--- src/itp_pkg.sv ---
`timescale 1ns / 1ps

package itp_pkg;

    localparam int CH_W       = 8;
    localparam int BASE_W     = 6;
    localparam int VALUE_W    = 64;
    localparam int CONS_W     = 16;
    localparam int TDATA_W    = VALUE_W + CONS_W;
    localparam int TUSER_W    = 2;

    localparam int unsigned MAX_LENGTH = 65535;
    localparam int POS_W = $clog2(MAX_LENGTH + 1);

    localparam logic [BASE_W-1:0] BASE_RESET = BASE_W'(10);

    typedef struct packed {
        logic                      overflow;
        logic                      formed;
        logic [CONS_W-1:0]         consumed;
        logic signed [VALUE_W-1:0] value;
    } t_result;

endpackage

--- src/itp_core.sv ---
`timescale 1ns / 1ps

module itp_core (
    input  logic                          i_clk,
    input  logic                          i_rst_n,
    input  logic                          i_valid,
    input  logic                          i_advance,
    input  logic [itp_pkg::CH_W-1:0]      i_ch,
    input  logic [itp_pkg::BASE_W-1:0]    i_base,
    output logic                          o_emit,
    output itp_pkg::t_result              o_result
);

    localparam logic [2:0] PH_START  = 3'd0;
    localparam logic [2:0] PH_LEAD   = 3'd1;
    localparam logic [2:0] PH_SIGNED = 3'd2;
    localparam logic [2:0] PH_ZERO   = 3'd3;
    localparam logic [2:0] PH_ZEROX  = 3'd4;
    localparam logic [2:0] PH_DIGITS = 3'd5;
    localparam logic [2:0] PH_SKIP   = 3'd6;

    localparam logic [itp_pkg::CH_W-1:0] CH_NUL   = 8'h00;
    localparam logic [itp_pkg::CH_W-1:0] CH_SPACE = 8'h20;
    localparam logic [itp_pkg::CH_W-1:0] CH_TAB   = 8'h09;
    localparam logic [itp_pkg::CH_W-1:0] CH_CR    = 8'h0D;
    localparam logic [itp_pkg::CH_W-1:0] CH_MINUS = 8'h2D;
    localparam logic [itp_pkg::CH_W-1:0] CH_PLUS  = 8'h2B;
    localparam logic [itp_pkg::CH_W-1:0] CH_ZERO  = 8'h30;
    localparam logic [itp_pkg::CH_W-1:0] CH_NINE  = 8'h39;
    localparam logic [itp_pkg::CH_W-1:0] CH_LA    = 8'h61;
    localparam logic [itp_pkg::CH_W-1:0] CH_LZ    = 8'h7A;
    localparam logic [itp_pkg::CH_W-1:0] CH_UA    = 8'h41;
    localparam logic [itp_pkg::CH_W-1:0] CH_UZ    = 8'h5A;
    localparam logic [itp_pkg::CH_W-1:0] CH_LX    = 8'h78;
    localparam logic [itp_pkg::CH_W-1:0] CH_UX    = 8'h58;

    localparam logic [itp_pkg::BASE_W-1:0] NO_DIGIT = '1;
    localparam logic [itp_pkg::BASE_W-1:0] BASE_MIN = 6'd2;
    localparam logic [itp_pkg::BASE_W-1:0] BASE_MAX = 6'd36;
    localparam logic [itp_pkg::BASE_W-1:0] BASE_DEC = 6'd10;
    localparam logic [itp_pkg::BASE_W-1:0] BASE_OCT = 6'd8;
    localparam logic [itp_pkg::BASE_W-1:0] BASE_HEX = 6'd16;

    localparam int MAC_W = itp_pkg::VALUE_W + itp_pkg::BASE_W + 1;

    localparam logic [itp_pkg::VALUE_W-1:0] POS_LIMIT = {1'b0, {(itp_pkg::VALUE_W-1){1'b1}}};
    localparam logic [itp_pkg::VALUE_W-1:0] NEG_LIMIT = {1'b1, {(itp_pkg::VALUE_W-1){1'b0}}};

    // letters of either case count as digits above 9, anything else never beats a radix
    function automatic logic [itp_pkg::BASE_W-1:0] digit_of(input logic [itp_pkg::CH_W-1:0] c);
        logic [itp_pkg::BASE_W-1:0] d;
        d = NO_DIGIT;
        if (c >= CH_ZERO && c <= CH_NINE) begin
            d = itp_pkg::BASE_W'(c - CH_ZERO);
        end else if (c >= CH_LA && c <= CH_LZ) begin
            d = itp_pkg::BASE_W'(c - CH_LA) + BASE_DEC;
        end else if (c >= CH_UA && c <= CH_UZ) begin
            d = itp_pkg::BASE_W'(c - CH_UA) + BASE_DEC;
        end
        return d;
    endfunction

    logic [2:0]                      r_phase, n_phase;
    logic [itp_pkg::VALUE_W-1:0]     r_acc, n_acc;
    logic                            r_neg, n_neg;
    logic [itp_pkg::BASE_W-1:0]      r_base, n_base;
    logic [itp_pkg::POS_W-1:0]       r_pos, n_pos;
    logic                            r_ovf, n_ovf;

    logic [2:0]                      e_phase;
    logic [itp_pkg::VALUE_W-1:0]     e_acc;
    logic                            e_neg;
    logic [itp_pkg::BASE_W-1:0]      e_base;
    logic                            e_ovf;

    logic [itp_pkg::BASE_W-1:0]      dig;
    logic [itp_pkg::BASE_W-1:0]      fb;
    logic [itp_pkg::BASE_W-1:0]      dbase;
    logic                            use_digits;
    logic                            emit;
    logic                            formed;
    logic [itp_pkg::CONS_W-1:0]      cons;
    logic                            is_space;
    logic [MAC_W-2:0]                prod;
    logic [MAC_W-1:0]                mac;
    logic [itp_pkg::VALUE_W-1:0]     limit;
    logic                            mac_ovf;
    logic [itp_pkg::VALUE_W-1:0]     mag;

    always_comb begin
        // the first character of a string starts from a clean state
        if (r_phase == PH_START) begin
            e_phase = PH_LEAD;
            e_acc   = '0;
            e_neg   = 1'b0;
            e_base  = i_base;
            e_ovf   = 1'b0;
        end else begin
            e_phase = r_phase;
            e_acc   = r_acc;
            e_neg   = r_neg;
            e_base  = r_base;
            e_ovf   = r_ovf;
        end

        dig        = digit_of(i_ch);
        is_space   = (i_ch == CH_SPACE) || (i_ch >= CH_TAB && i_ch <= CH_CR);
        n_phase    = e_phase;
        n_acc      = e_acc;
        n_neg      = e_neg;
        n_base     = e_base;
        n_ovf      = e_ovf;
        fb         = e_base;
        dbase      = e_base;
        use_digits = 1'b0;
        emit       = 1'b0;
        formed     = 1'b0;
        cons       = itp_pkg::CONS_W'(r_pos);

        unique case (e_phase)
            PH_LEAD, PH_SIGNED: begin
                if (e_phase == PH_LEAD && is_space) begin
                    n_phase = e_phase;
                end else if (e_phase == PH_LEAD && i_ch == CH_MINUS) begin
                    n_neg   = 1'b1;
                    n_phase = PH_SIGNED;
                end else if (e_phase == PH_LEAD && i_ch == CH_PLUS) begin
                    n_phase = PH_SIGNED;
                end else if (e_base == '0 && i_ch == CH_ZERO) begin
                    n_phase = PH_ZERO;
                end else begin
                    if (e_base == '0) begin
                        fb = BASE_DEC;
                    end
                    n_base = fb;
                    if (fb < BASE_MIN || fb > BASE_MAX) begin
                        emit = 1'b1;
                    end else if (fb == BASE_HEX && i_ch == CH_ZERO) begin
                        n_phase = PH_ZERO;
                    end else if (dig >= fb) begin
                        emit = 1'b1;
                    end else begin
                        n_acc   = itp_pkg::VALUE_W'(dig);
                        n_phase = PH_DIGITS;
                    end
                end
            end
            PH_ZERO: begin
                if (i_ch == CH_LX || i_ch == CH_UX) begin
                    if (e_base == '0) begin
                        n_base = BASE_HEX;
                    end
                    n_phase = PH_ZEROX;
                end else begin
                    if (e_base == '0) begin
                        dbase = BASE_OCT;
                    end
                    n_base     = dbase;
                    n_phase    = PH_DIGITS;
                    use_digits = 1'b1;
                end
            end
            PH_ZEROX: begin
                // a lone 0x ends the number at the zero
                if (dig < BASE_HEX) begin
                    n_acc   = itp_pkg::VALUE_W'(dig);
                    n_phase = PH_DIGITS;
                end else begin
                    emit   = 1'b1;
                    formed = 1'b1;
                    cons   = (r_pos == '0) ? '0 : itp_pkg::CONS_W'(r_pos - 1'b1);
                end
            end
            PH_DIGITS: begin
                use_digits = 1'b1;
            end
            default: begin
                n_phase = e_phase;
            end
        endcase

        // overflow when acc * base + d passes the limit, same as the strtol cutoff test
        prod    = (MAC_W-1)'(e_acc) * (MAC_W-1)'(dbase);
        mac     = MAC_W'(prod) + MAC_W'(dig);
        limit   = e_neg ? NEG_LIMIT : POS_LIMIT;
        mac_ovf = mac > MAC_W'(limit);

        if (use_digits) begin
            if (dig < dbase) begin
                if (!e_ovf) begin
                    if (mac_ovf) begin
                        n_ovf = 1'b1;
                    end else begin
                        n_acc = mac[itp_pkg::VALUE_W-1:0];
                    end
                end
            end else begin
                emit   = 1'b1;
                formed = 1'b1;
            end
        end

        if (emit) begin
            n_phase = PH_SKIP;
        end

        if (i_ch == CH_NUL) begin
            n_phase = PH_START;
            n_pos   = '0;
        end else if (r_pos != itp_pkg::POS_W'(itp_pkg::MAX_LENGTH)) begin
            n_pos = r_pos + 1'b1;
        end else begin
            n_pos = r_pos;
        end

        mag = e_neg ? (~e_acc + 1'b1) : e_acc;
        o_emit            = i_valid && emit;
        o_result.formed   = formed;
        o_result.overflow = formed && e_ovf;
        o_result.consumed = formed ? cons : '0;
        if (!formed) begin
            o_result.value = '0;
        end else if (e_ovf) begin
            o_result.value = limit;
        end else begin
            o_result.value = mag;
        end
    end

    always_ff @(posedge i_clk) begin
        if (!i_rst_n) begin
            r_phase <= PH_START;
            r_acc   <= '0;
            r_neg   <= 1'b0;
            r_base  <= '0;
            r_pos   <= '0;
            r_ovf   <= 1'b0;
        end else if (i_advance) begin
            r_phase <= n_phase;
            r_acc   <= n_acc;
            r_neg   <= n_neg;
            r_base  <= n_base;
            r_pos   <= n_pos;
            r_ovf   <= n_ovf;
        end
    end

`ifndef NO_ASSERTIONS
    a_emit_then_skip: assert property (@(posedge i_clk) disable iff (!i_rst_n)
        (i_advance && o_emit && i_ch != CH_NUL) |=> (r_phase == PH_SKIP))
        else $error("number ended but parser did not move to skip");

    a_nul_restarts: assert property (@(posedge i_clk) disable iff (!i_rst_n)
        (i_advance && i_ch == CH_NUL) |=> (r_phase == PH_START && r_pos == '0))
        else $error("end of string did not restart the parser");

    a_ovf_formed: assert property (@(posedge i_clk) disable iff (!i_rst_n)
        (o_emit && o_result.overflow) |-> o_result.formed)
        else $error("overflow flagged without a number");

    a_ovf_sticky: assert property (@(posedge i_clk) disable iff (!i_rst_n)
        (r_ovf && r_phase != PH_START && !(i_advance && i_ch == CH_NUL))
            |=> (r_ovf && $stable(r_acc)))
        else $error("accumulator moved after overflow");
`endif

endmodule

--- src/itp_out_buf.sv ---
`timescale 1ns / 1ps

module itp_out_buf (
    input  logic                          i_clk,
    input  logic                          i_rst_n,
    input  logic                          i_load,
    input  itp_pkg::t_result              i_result,
    input  logic                          i_m_axis_tready,
    output logic                          o_m_axis_tvalid,
    output logic [itp_pkg::TDATA_W-1:0]   o_m_axis_tdata,   // value, consumed
    output logic [itp_pkg::TUSER_W-1:0]   o_m_axis_tuser    // formed, overflow
);

    logic             r_valid;
    itp_pkg::t_result r_result;

    always_ff @(posedge i_clk) begin
        if (!i_rst_n) begin
            r_valid <= 1'b0;
        end else if (i_load) begin
            r_valid <= 1'b1;
        end else if (i_m_axis_tready) begin
            r_valid <= 1'b0;
        end
    end

    always_ff @(posedge i_clk) begin
        if (i_load) begin
            r_result <= i_result;
        end
    end

    assign o_m_axis_tvalid = r_valid;
    assign o_m_axis_tdata  = {r_result.consumed, r_result.value};
    assign o_m_axis_tuser  = {r_result.overflow, r_result.formed};

endmodule

--- src/integer_text_parser_top.sv ---
`timescale 1ns / 1ps

// strtol-style integer parser, one character per word
// slave stream: tdata carries one character, NUL ends the string
// master stream: one word per string, sent at the character that ends the
//   number (first non-digit or NUL); tdata = value[63:0], consumed[79:64],
//   tuser = formed[0], overflow[1]; overflow saturates the value
// config channel: cfg_data is the radix (2..36, or 0 to detect from the
//   prefix), latched at the first character of each string; write it only
//   while the parser is idle; reset value is 10
// result path: the ending character is accepted into the input register and the
//   step logic writes the result register when that character advances, so
//   tvalid comes from the result register and the word waits there for tready
// throughput: one character per cycle unless the output stalls; the step is one
//   64x6 multiply-add with a limit compare between the input and result registers
// stall: while a result waits in the output register, characters that end
//   no number keep flowing; one that would produce a result holds in the
//   input register and tready drops until the master side takes the word
// reset (synchronous, active low) empties both registers and starts a new string

module integer_text_parser_top (
    input  logic                          i_clk,
    input  logic                          i_rst_n,
    input  logic                          i_s_axis_tvalid,
    output logic                          o_s_axis_tready,
    input  logic [itp_pkg::CH_W-1:0]      i_s_axis_tdata,   // ch
    output logic                          o_m_axis_tvalid,
    input  logic                          i_m_axis_tready,
    output logic [itp_pkg::TDATA_W-1:0]   o_m_axis_tdata,   // value, consumed
    output logic [itp_pkg::TUSER_W-1:0]   o_m_axis_tuser,   // formed, overflow
    input  logic                          i_cfg_valid,
    output logic                          o_cfg_ready,
    input  logic [itp_pkg::BASE_W-1:0]    i_cfg_data        // number_base
);

    logic                        r_in_valid;
    logic [itp_pkg::CH_W-1:0]    r_ch;
    logic [itp_pkg::BASE_W-1:0]  r_base;
    logic                        advance;
    logic                        emit;
    itp_pkg::t_result            result;

    assign o_cfg_ready = 1'b1;

    always_ff @(posedge i_clk) begin
        if (!i_rst_n) begin
            r_base <= itp_pkg::BASE_RESET;
        end else if (i_cfg_valid) begin
            r_base <= i_cfg_data;
        end
    end

    // the word in the input register moves on unless its result would hit a full, stalled output
    assign advance = r_in_valid && (!emit || !o_m_axis_tvalid || i_m_axis_tready);
    assign o_s_axis_tready = !r_in_valid || advance;

    always_ff @(posedge i_clk) begin
        if (!i_rst_n) begin
            r_in_valid <= 1'b0;
        end else if (o_s_axis_tready) begin
            r_in_valid <= i_s_axis_tvalid;
        end
    end

    always_ff @(posedge i_clk) begin
        if (o_s_axis_tready) begin
            r_ch <= i_s_axis_tdata;
        end
    end

    itp_core u_core (
        .i_clk     (i_clk),
        .i_rst_n   (i_rst_n),
        .i_valid   (r_in_valid),
        .i_advance (advance),
        .i_ch      (r_ch),
        .i_base    (r_base),
        .o_emit    (emit),
        .o_result  (result)
    );

    itp_out_buf u_out_buf (
        .i_clk           (i_clk),
        .i_rst_n         (i_rst_n),
        .i_load          (advance && emit),
        .i_result        (result),
        .i_m_axis_tready (i_m_axis_tready),
        .o_m_axis_tvalid (o_m_axis_tvalid),
        .o_m_axis_tdata  (o_m_axis_tdata),
        .o_m_axis_tuser  (o_m_axis_tuser)
    );

`ifndef NO_ASSERTIONS
    a_in_hold: assert property (@(posedge i_clk) disable iff (!i_rst_n)
        (r_in_valid && !advance) |=> (r_in_valid && $stable(r_ch)))
        else $error("pending character lost while output stalled");

    a_no_overwrite: assert property (@(posedge i_clk) disable iff (!i_rst_n)
        (advance && emit) |-> (!o_m_axis_tvalid || i_m_axis_tready))
        else $error("result register overwritten before it was taken");
`endif

endmodule
--- config.mk ---
export PLATFORM = sky130hd
export DESIGN_NAME = integer_text_parser_top
export DESIGN_NICKNAME = d
export VERILOG_FILES = /design/src/itp_pkg.sv /design/src/itp_core.sv /design/src/itp_out_buf.sv /design/src/integer_text_parser_top.sv
export SDC_FILE = /design/constraint.sdc
export NUM_CORES = 2
export LEC_CHECK = 0
export ABC_AREA = 1
export BUFFER_PORTS_ARGS = -buffer_cell sky130_fd_sc_hd__buf_4
export CAP_MARGIN = 20
export CORE_ASPECT_RATIO = 2
export CORE_UTILIZATION = 38
export DETAILED_ROUTE_END_ITERATION = 12
export HOLD_SLACK_MARGIN = 0.06
export PLACE_DENSITY = 0.59
export SLEW_MARGIN = 20
export SYNTH_ARGS = -nofsm -noshare
export SYNTH_HDL_FRONTEND = slang
export SYNTH_SLANG_ARGS = --single-unit
--- constraint.sdc ---
create_clock -name i_clk -period 10.2 [get_ports i_clk]
set_clock_uncertainty 0.1 [all_clocks]
set_input_delay 1.02 -clock i_clk [delete_from_list [all_inputs] [get_ports i_clk]]
set_output_delay 1.02 -clock i_clk [all_outputs]
set_load 0.01 [all_outputs]
## Word-level counts from Yosys, hierarchy flattened

Cells that the tools add are included.

- Flip-flop bits (word level): 189
- Input bits: 19
- Logic and storage cells: 164

- $add $sub $neg: 9
- Multipliers: 1
- Order comparisons: 14
- Equal/unequal tests: 13
- Multiplexer cells: 82
- Bitwise logic cells: 1
- Reduce and logical (&&, ||, !) cells: 30

Operator list:

| kind | number |
|---|---|
| $mux W64 | 16 |
| $pmux W64 S2 | 1 |
| $mux W6 | 19 |
| $mux W16 | 5 |
| $add A70 B6 Y71 | 1 |
| $gt A71 B64 Y1 | 1 |
| $mul A64 B6 Y70 | 1 |
| $add A64 B1 Y64 const B | 1 |
| $not A64 Y64 | 1 |
| $mux W3 | 11 |
| $eq A8 B6 Y1 const B | 4 |
| $mux W1 | 26 |
| $add A16 B1 Y16 const B | 1 |
| $eq A8 B7 Y1 const B | 2 |
| $ge A8 B7 Y1 const B | 2 |
| $le A8 B7 Y1 const B | 2 |
| $logic_not A16 Y1 | 1 |
| $ne A16 B16 Y1 const B | 1 |
| $sub A16 B1 Y16 const B | 1 |
| $logic_and A1 B1 Y1 | 13 |
| $add A6 B4 Y6 const B | 2 |
| $pmux W6 S2 | 1 |
| $sub A6 B6 Y6 const B | 2 |
| $pmux W3 S3 | 1 |
| other kinds (23) | 34 |

## Depth between registers and ports, before layout

- Depth in word-level cells: 27
- Gate-level depth with buffers: 57
- Depth with buffers taken out: 55

## Hierarchy

A second synthesis with hierarchy kept.

- Cell total of the unflattened synthesis: 4126
- Area, all modules: 27781.6 µm²

By module, submodules not included:

| module | instances | cells each | area each (µm²) | seq. area each (µm²) |
|---|---|---|---|---|
| itp_core | 1 | 3993 | 24751.2 | 1821.7 |
| itp_out_buf | 1 | 88 | 2506.2 | 2482.4 |
| integer_text_parser_top | 1 | 45 | 524.3 | 380.4 |

## Worst setup path after synthesis

Ideal clock, no wire load.

- Kind: flip-flop to flip-flop
- Start point: register r_ch[1] in the netlist's numbering
- End point: register u_out_buf.r_result, in the netlist u_out_buf.o_m_axis_tdata[0] (enable)
- Library setup time: 0.626 ns
- Arrival: 8.374 ns
- Data required time: 9.474 ns
- Setup slack: 1.100 ns
- Stages on the path, launching flop included: 22
- Path buffers: 0
- Cells stage by stage: edfxtp_1 -> inv_1 -> ha_1 -> nand3_1 -> nand3_1 -> nand2_1 -> nor2_4 -> inv_2 -> or2_0 -> o21ai_2 -> inv_1 -> ha_1 -> nand2_1 -> nor2_1 -> o21ai_0 -> o211ai_1 -> nor2_1 -> nand3_1 -> nand3_1 -> nand3_4 -> nand2_1 -> nor3_1

- Longest elaborated chain between the ends: 22

Ends and longest elaborated chain:

| element | RTL line | text |
|---|---|---|
| start, declared | integer_text_parser_top.sv:37 | `logic [itp_pkg::CH_W-1:0] r_ch;` |
| start signal, assigned | integer_text_parser_top.sv:67 | `r_ch <= i_s_axis_tdata;` |
| $sub A6 B1 Y6, or another cell as far along | itp_core.sv:58 | `d = itp_pkg::BASE_W'(c - CH_UA) + BASE_DEC;` |
| $add A6 B4 Y6 / $logic_and A1 B1 Y1 (equally long branches) | itp_core.sv:58, itp_core.sv:57 |  |
| $mux W6 | itp_core.sv:57 | `end else if (c >= CH_UA && c <= CH_UZ) begin` |
| $mux W6 | itp_core.sv:55 | `end else if (c >= CH_LA && c <= CH_LZ) begin` |
| $mux W6 | itp_core.sv:53 | `if (c >= CH_ZERO && c <= CH_NINE) begin` |
| $ge A6 B6 Y1 | itp_core.sv:140 | `end else if (dig >= fb) begin` |
| $mux W1 | itp_core.sv:140 |  |
| $mux W1 | itp_core.sv:138 | `end else if (fb == BASE_HEX && i_ch == CH_ZERO) begin` |
| [6 not listed] | n/a |  |
| $mux W1 | itp_core.sv:189 | `if (dig < dbase) begin` |
| $mux W1 * | itp_core.sv:188 | `if (use_digits) begin` |
| $logic_and A1 B1 Y1 * | itp_core.sv:217 | `o_emit = i_valid && emit;` |
| $logic_not A1 Y1 | integer_text_parser_top.sv:54 | `assign advance = r_in_valid && (!emit \|\| !o_m_axis_tvalid \|\| i_m_axis_tready);` |
| $logic_or A1 B1 Y1 (2 in a row) | integer_text_parser_top.sv:54 |  |
| $logic_and A1 B1 Y1 | integer_text_parser_top.sv:54 |  |
| $logic_and A1 B1 Y1 * | integer_text_parser_top.sv:85 | `.i_load (advance && emit),` |
| via u_out_buf.i_load | itp_out_buf.sv:6 | `input logic i_load,` |
| end signal, assigned | itp_out_buf.sv:29 | `r_result <= i_result;` |
| end, declared | itp_out_buf.sv:15 | `itp_pkg::t_result r_result;` |

The timed path passes the listed nets; every way through them passes the cells marked *.
A chain may end at the register's enable or synchronous reset.

## Worst setup path after layout

- Start point: register u_core.r_phase[1]
- End point: register u_core.r_acc[60] in the netlist's numbering

- Longest elaborated chain between the ends: 25

Ends and longest elaborated chain:

| element | RTL line | text |
|---|---|---|
| start, declared | itp_core.sv:63 | `logic [2:0] r_phase, n_phase;` |
| start signal, assigned | itp_core.sv:239 | `r_phase <= n_phase;` |
| branches (longest 25 deep; another with $add A70 B6 Y71) | n/a |  |
| end signal, assigned | itp_core.sv:240 | `r_acc <= n_acc;` |
| end, declared | itp_core.sv:64 | `logic [itp_pkg::VALUE_W-1:0] r_acc, n_acc;` |

Several ways; the timed one is not identified. The select of a mux whose other input is x is not followed.

==> impl_metrics.env <==
export IMPL_power_switching_w=0.00118
export IMPL_peakVddDrop_uv=95.1
export IMPL_hold_viol=0
export IMPL_switching_share_pct=42.2
export IMPL_vias=28700
export IMPL_power_internal_w=0.00161
export IMPL_post_synth_top_count_cell="nand2_1"
export IMPL_total_power_w=0.00278
export IMPL_critPathLaunchType="flip-flop"
export IMPL_syn_to_final_growth_pct=8.62
export IMPL_min_to="u_core.r_base[0]$_SDFFE_PN0P_"
export IMPL_critPathArrivalTime_ps=9750
export IMPL_clkSinkCount=189
export IMPL_pin_count=104
export IMPL_status="finished clean"
export IMPL_clk_pin_slew_worst_paths_ps=70
export IMPL_hpwlAfterDp_mm=95.8
export IMPL_critical_path_class="reg -> reg"
export IMPL_cts_tree="built"
export IMPL_place_gp_congestion=1.04
export IMPL_cts_max_path_buffers=3
export IMPL_post_synth_top_area_cell="fa_1"
export IMPL_synth_warnings=0
export IMPL_ys_seq_area_share_pct=16.3
export IMPL_hold_buffers=0
export IMPL_yosys_register_bits=189
export IMPL_grt_pass1_vias=29500
export IMPL_grt_first_pass_wirelength_mm=177
export IMPL_antenna_found_initial=0
export IMPL_multiInputGateArea_um2=20900
export IMPL_synth_common_cells="1038 x nand2_1, 679 x nor2_1, 611 x inv_1"
export IMPL_grt_use_total_pct=30.8
export IMPL_drtPass1Iterations=8
export IMPL_timing_rr_end="u_core.r_acc[60]$_SDFFE_PN0P_"
export IMPL_hp_start="u_core.r_base[0]$_SDFFE_PN0P_"
export IMPL_die_w_um=196
export IMPL_synth_edf_count=90
export IMPL_die_height_um=391
export IMPL_crit_path_end_kind="flip-flop"
export IMPL_initial_core_util_pct=38.4
export IMPL_cp_max_fo=25
export IMPL_final_setup_tns_ps=0
export IMPL_synth_area_um2=28800
export IMPL_routed_via_density=5.43
export IMPL_worst_r2r_cell_count=48
export IMPL_io_buffers=102
export IMPL_drc=0
export IMPL_cts_root_buffer="clkbuf_16"
export IMPL_nNetsFinal=4786
export IMPL_synthFlopType="dfxtp_1"
export IMPL_setup_viol=0
export IMPL_power_density_nw_per_um2=89.1
export IMPL_max_stage_delay_ps=660
export IMPL_wl_per_cell_um=22.1
export IMPL_cts_setup_buffers=0
export IMPL_hold_ws_ps=373
export IMPL_crit_required_ps=10570
export IMPL_cts_max_level=4
export IMPL_timing_fmax_ghz=0.107
export IMPL_wirelength_mm=117
export IMPL_tightestPinTransition_ps=1080
export IMPL_regArea_um2=4680
export IMPL_grt_setup_unrepaired="no"
export IMPL_cp_top_family="simple AND/OR/NAND/NOR gates"
export IMPL_netlist_area_leader_share_pct=17.5
export IMPL_relSlewSlack_pct=27.8
export IMPL_pwr_share_comb_pct=40.4
export IMPL_cts_made_buffers=25
export IMPL_r2r_setup_slack_ps=820
export IMPL_cp_common_cell="nand2_1"
export IMPL_ctsResizeCount=0
export IMPL_fill_cells=7942
export IMPL_cp_slowest_cell="a21oi_1"
export IMPL_synth_cell_types=60
export IMPL_clk_latency_ps=540
export IMPL_synth_net_count=4747
export IMPL_dieArea_um2=76800
export IMPL_ys_top_cells_by_area="fa_1 18%, nand2_1 14%, ha_1 10%"
export IMPL_grt_max_degree=84
export IMPL_avgSynthCellArea_um2=6.78
export IMPL_coreArea_um2=74800
export IMPL_hold_path_class="reg -> reg"
export IMPL_layout_drive_gt1_share_pct=7.98
export IMPL_placementRows=142
export IMPL_timing_rr_start="u_core.r_phase[1]$_SDFFE_PN0P_"
export IMPL_overflow=0
export IMPL_drtAntennaViolNets=0
export IMPL_worst_path_buf_inv=10
export IMPL_post_route_period_util_pct=91.9
export IMPL_hold_path_depth=2
export IMPL_fin_crit_ps=9380
export IMPL_postSynthCellCount=4240
export IMPL_synthArstFlopShare_pct=0
export IMPL_slew_viol_final=0
export IMPL_leakagePower_nw=15.9
export IMPL_drv_cap=0
export IMPL_p_clk_share_pct=28.0
export IMPL_drtIter0Drc=1921
export IMPL_pwr_share_seq_pct=31.6
[metal layers]
layer  track usage [%]  part of all wire (%)  vias up
met5                 0                     0        -
met4              25.2                   9.4        0
met3              2.84                   4.7      405
met2              56.9                    52     1139
met1              31.3                    34    13700
li1                  -                     -    13500
[flip-flops by register name, indices dropped and copies added (netlist names)]
register                   cells
u_out_buf.o_m_axis_tvalid      1
u_core.r_base                  6
u_core.r_neg                   1
r_in_valid                     1
u_out_buf.o_m_axis_tdata      80
r_base                         6
u_core.r_ovf                   1
u_core.r_pos                  16
r_ch                           8
u_core.r_acc                  64
u_out_buf.o_m_axis_tuser       2
u_core.r_phase                 3
[power groups by stage]
stage	logic, W	clock network [W]	registers (W)
6_report	0.00112	0.000778	0.000880
3_3_place_gp	0.00110	0	0.000897
4_1_cts	0.00110	0.000791	0.000880
5_1_grt	0.00121	0.000815	0.000884
3_5_place_dp	0.00110	0	0.000897
2_1_floorplan	0.000711	0	0.000904
[cells by family after synthesis]
group | share of synthesized area, %
other | 0.0130
XOR/XNOR | 2.35
AO/OA/AOI/OAI | 10.7
flip-flops | 16.3
AND/OR/NAND/NOR | 31.6
buffers and inverters | 11.2
adder cells (fa/ha/maj) | 27.8
[per-stage QoR]
step	setup slack (ps)	util, %	cells	instance area (um^2)
after floorplan	1100	-	4240	28800
after global placement	1240	40.8	5260	30500
after detailed placement	1220	40.8	5260	30500
after CTS	1190	41.7	5292	31200
after global routing	491	41.7	5292	31200
final	824	41.8	5293	31200
[tightest hold or removal path: stages (launching register included)]
cell     delay [ps]
dfxtp_1         320
nand2_1          60
a21oi_1          50
[cell type report]
| cell class | instances | share of cell area, % |
|---|---|---|
| Clock inverter | 5 | 0.116 |
| Antenna cell | 1 | 0.00801 |
| Multi-Input combinational cell | 3256 | 66.9 |
| Inverter | 635 | 7.65 |
| Tap cell | 1008 | 4.04 |
| Clock buffer | 27 | 2.06 |
| Sequential cell | 189 | 15.0 |
| Timing Repair Buffer | 172 | 4.25 |
[placed cells by master (no fill, tap or decap), drive strengths merged, types with 27 or more instances in the layout]
master	Yosys	routed
nand2	1057	1057
edfxtp	90	90
ha	236	236
nor3	40	40
inv	630	632
nand3	208	208
o21ai	129	129
dfxtp	99	99
nand4	124	124
clkbuf	82	27
buf	78	172
nor2	703	703
fa	252	252
a21oi	320	320
xor2	55	55
[worst max path at each step]
stage,startpoint,to,depth (start not counted)
2_1_floorplan,r_ch[1]$_DFFE_PP_,u_out_buf.o_m_axis_tdata[0]$_SDFFCE_PP0P_,21
3_5_place_dp,u_core.r_phase[0]$_SDFFE_PN0P_,u_core.r_acc[60]$_SDFFE_PN0P_,48
3_3_place_gp,u_core.r_phase[0]$_SDFFE_PN0P_,u_core.r_acc[60]$_SDFFE_PN0P_,48
6_report,u_core.r_phase[1]$_SDFFE_PN0P_,u_core.r_acc[60]$_SDFFE_PN0P_,48
4_1_cts,u_core.r_phase[1]$_SDFFE_PN0P_,u_core.r_acc[60]$_SDFFE_PN0P_,48
5_1_grt,u_core.r_phase[1]$_SDFFE_PN0P_,u_core.r_acc[60]$_SDFFE_PN0P_,48
(Power assumes the default switching activity.)
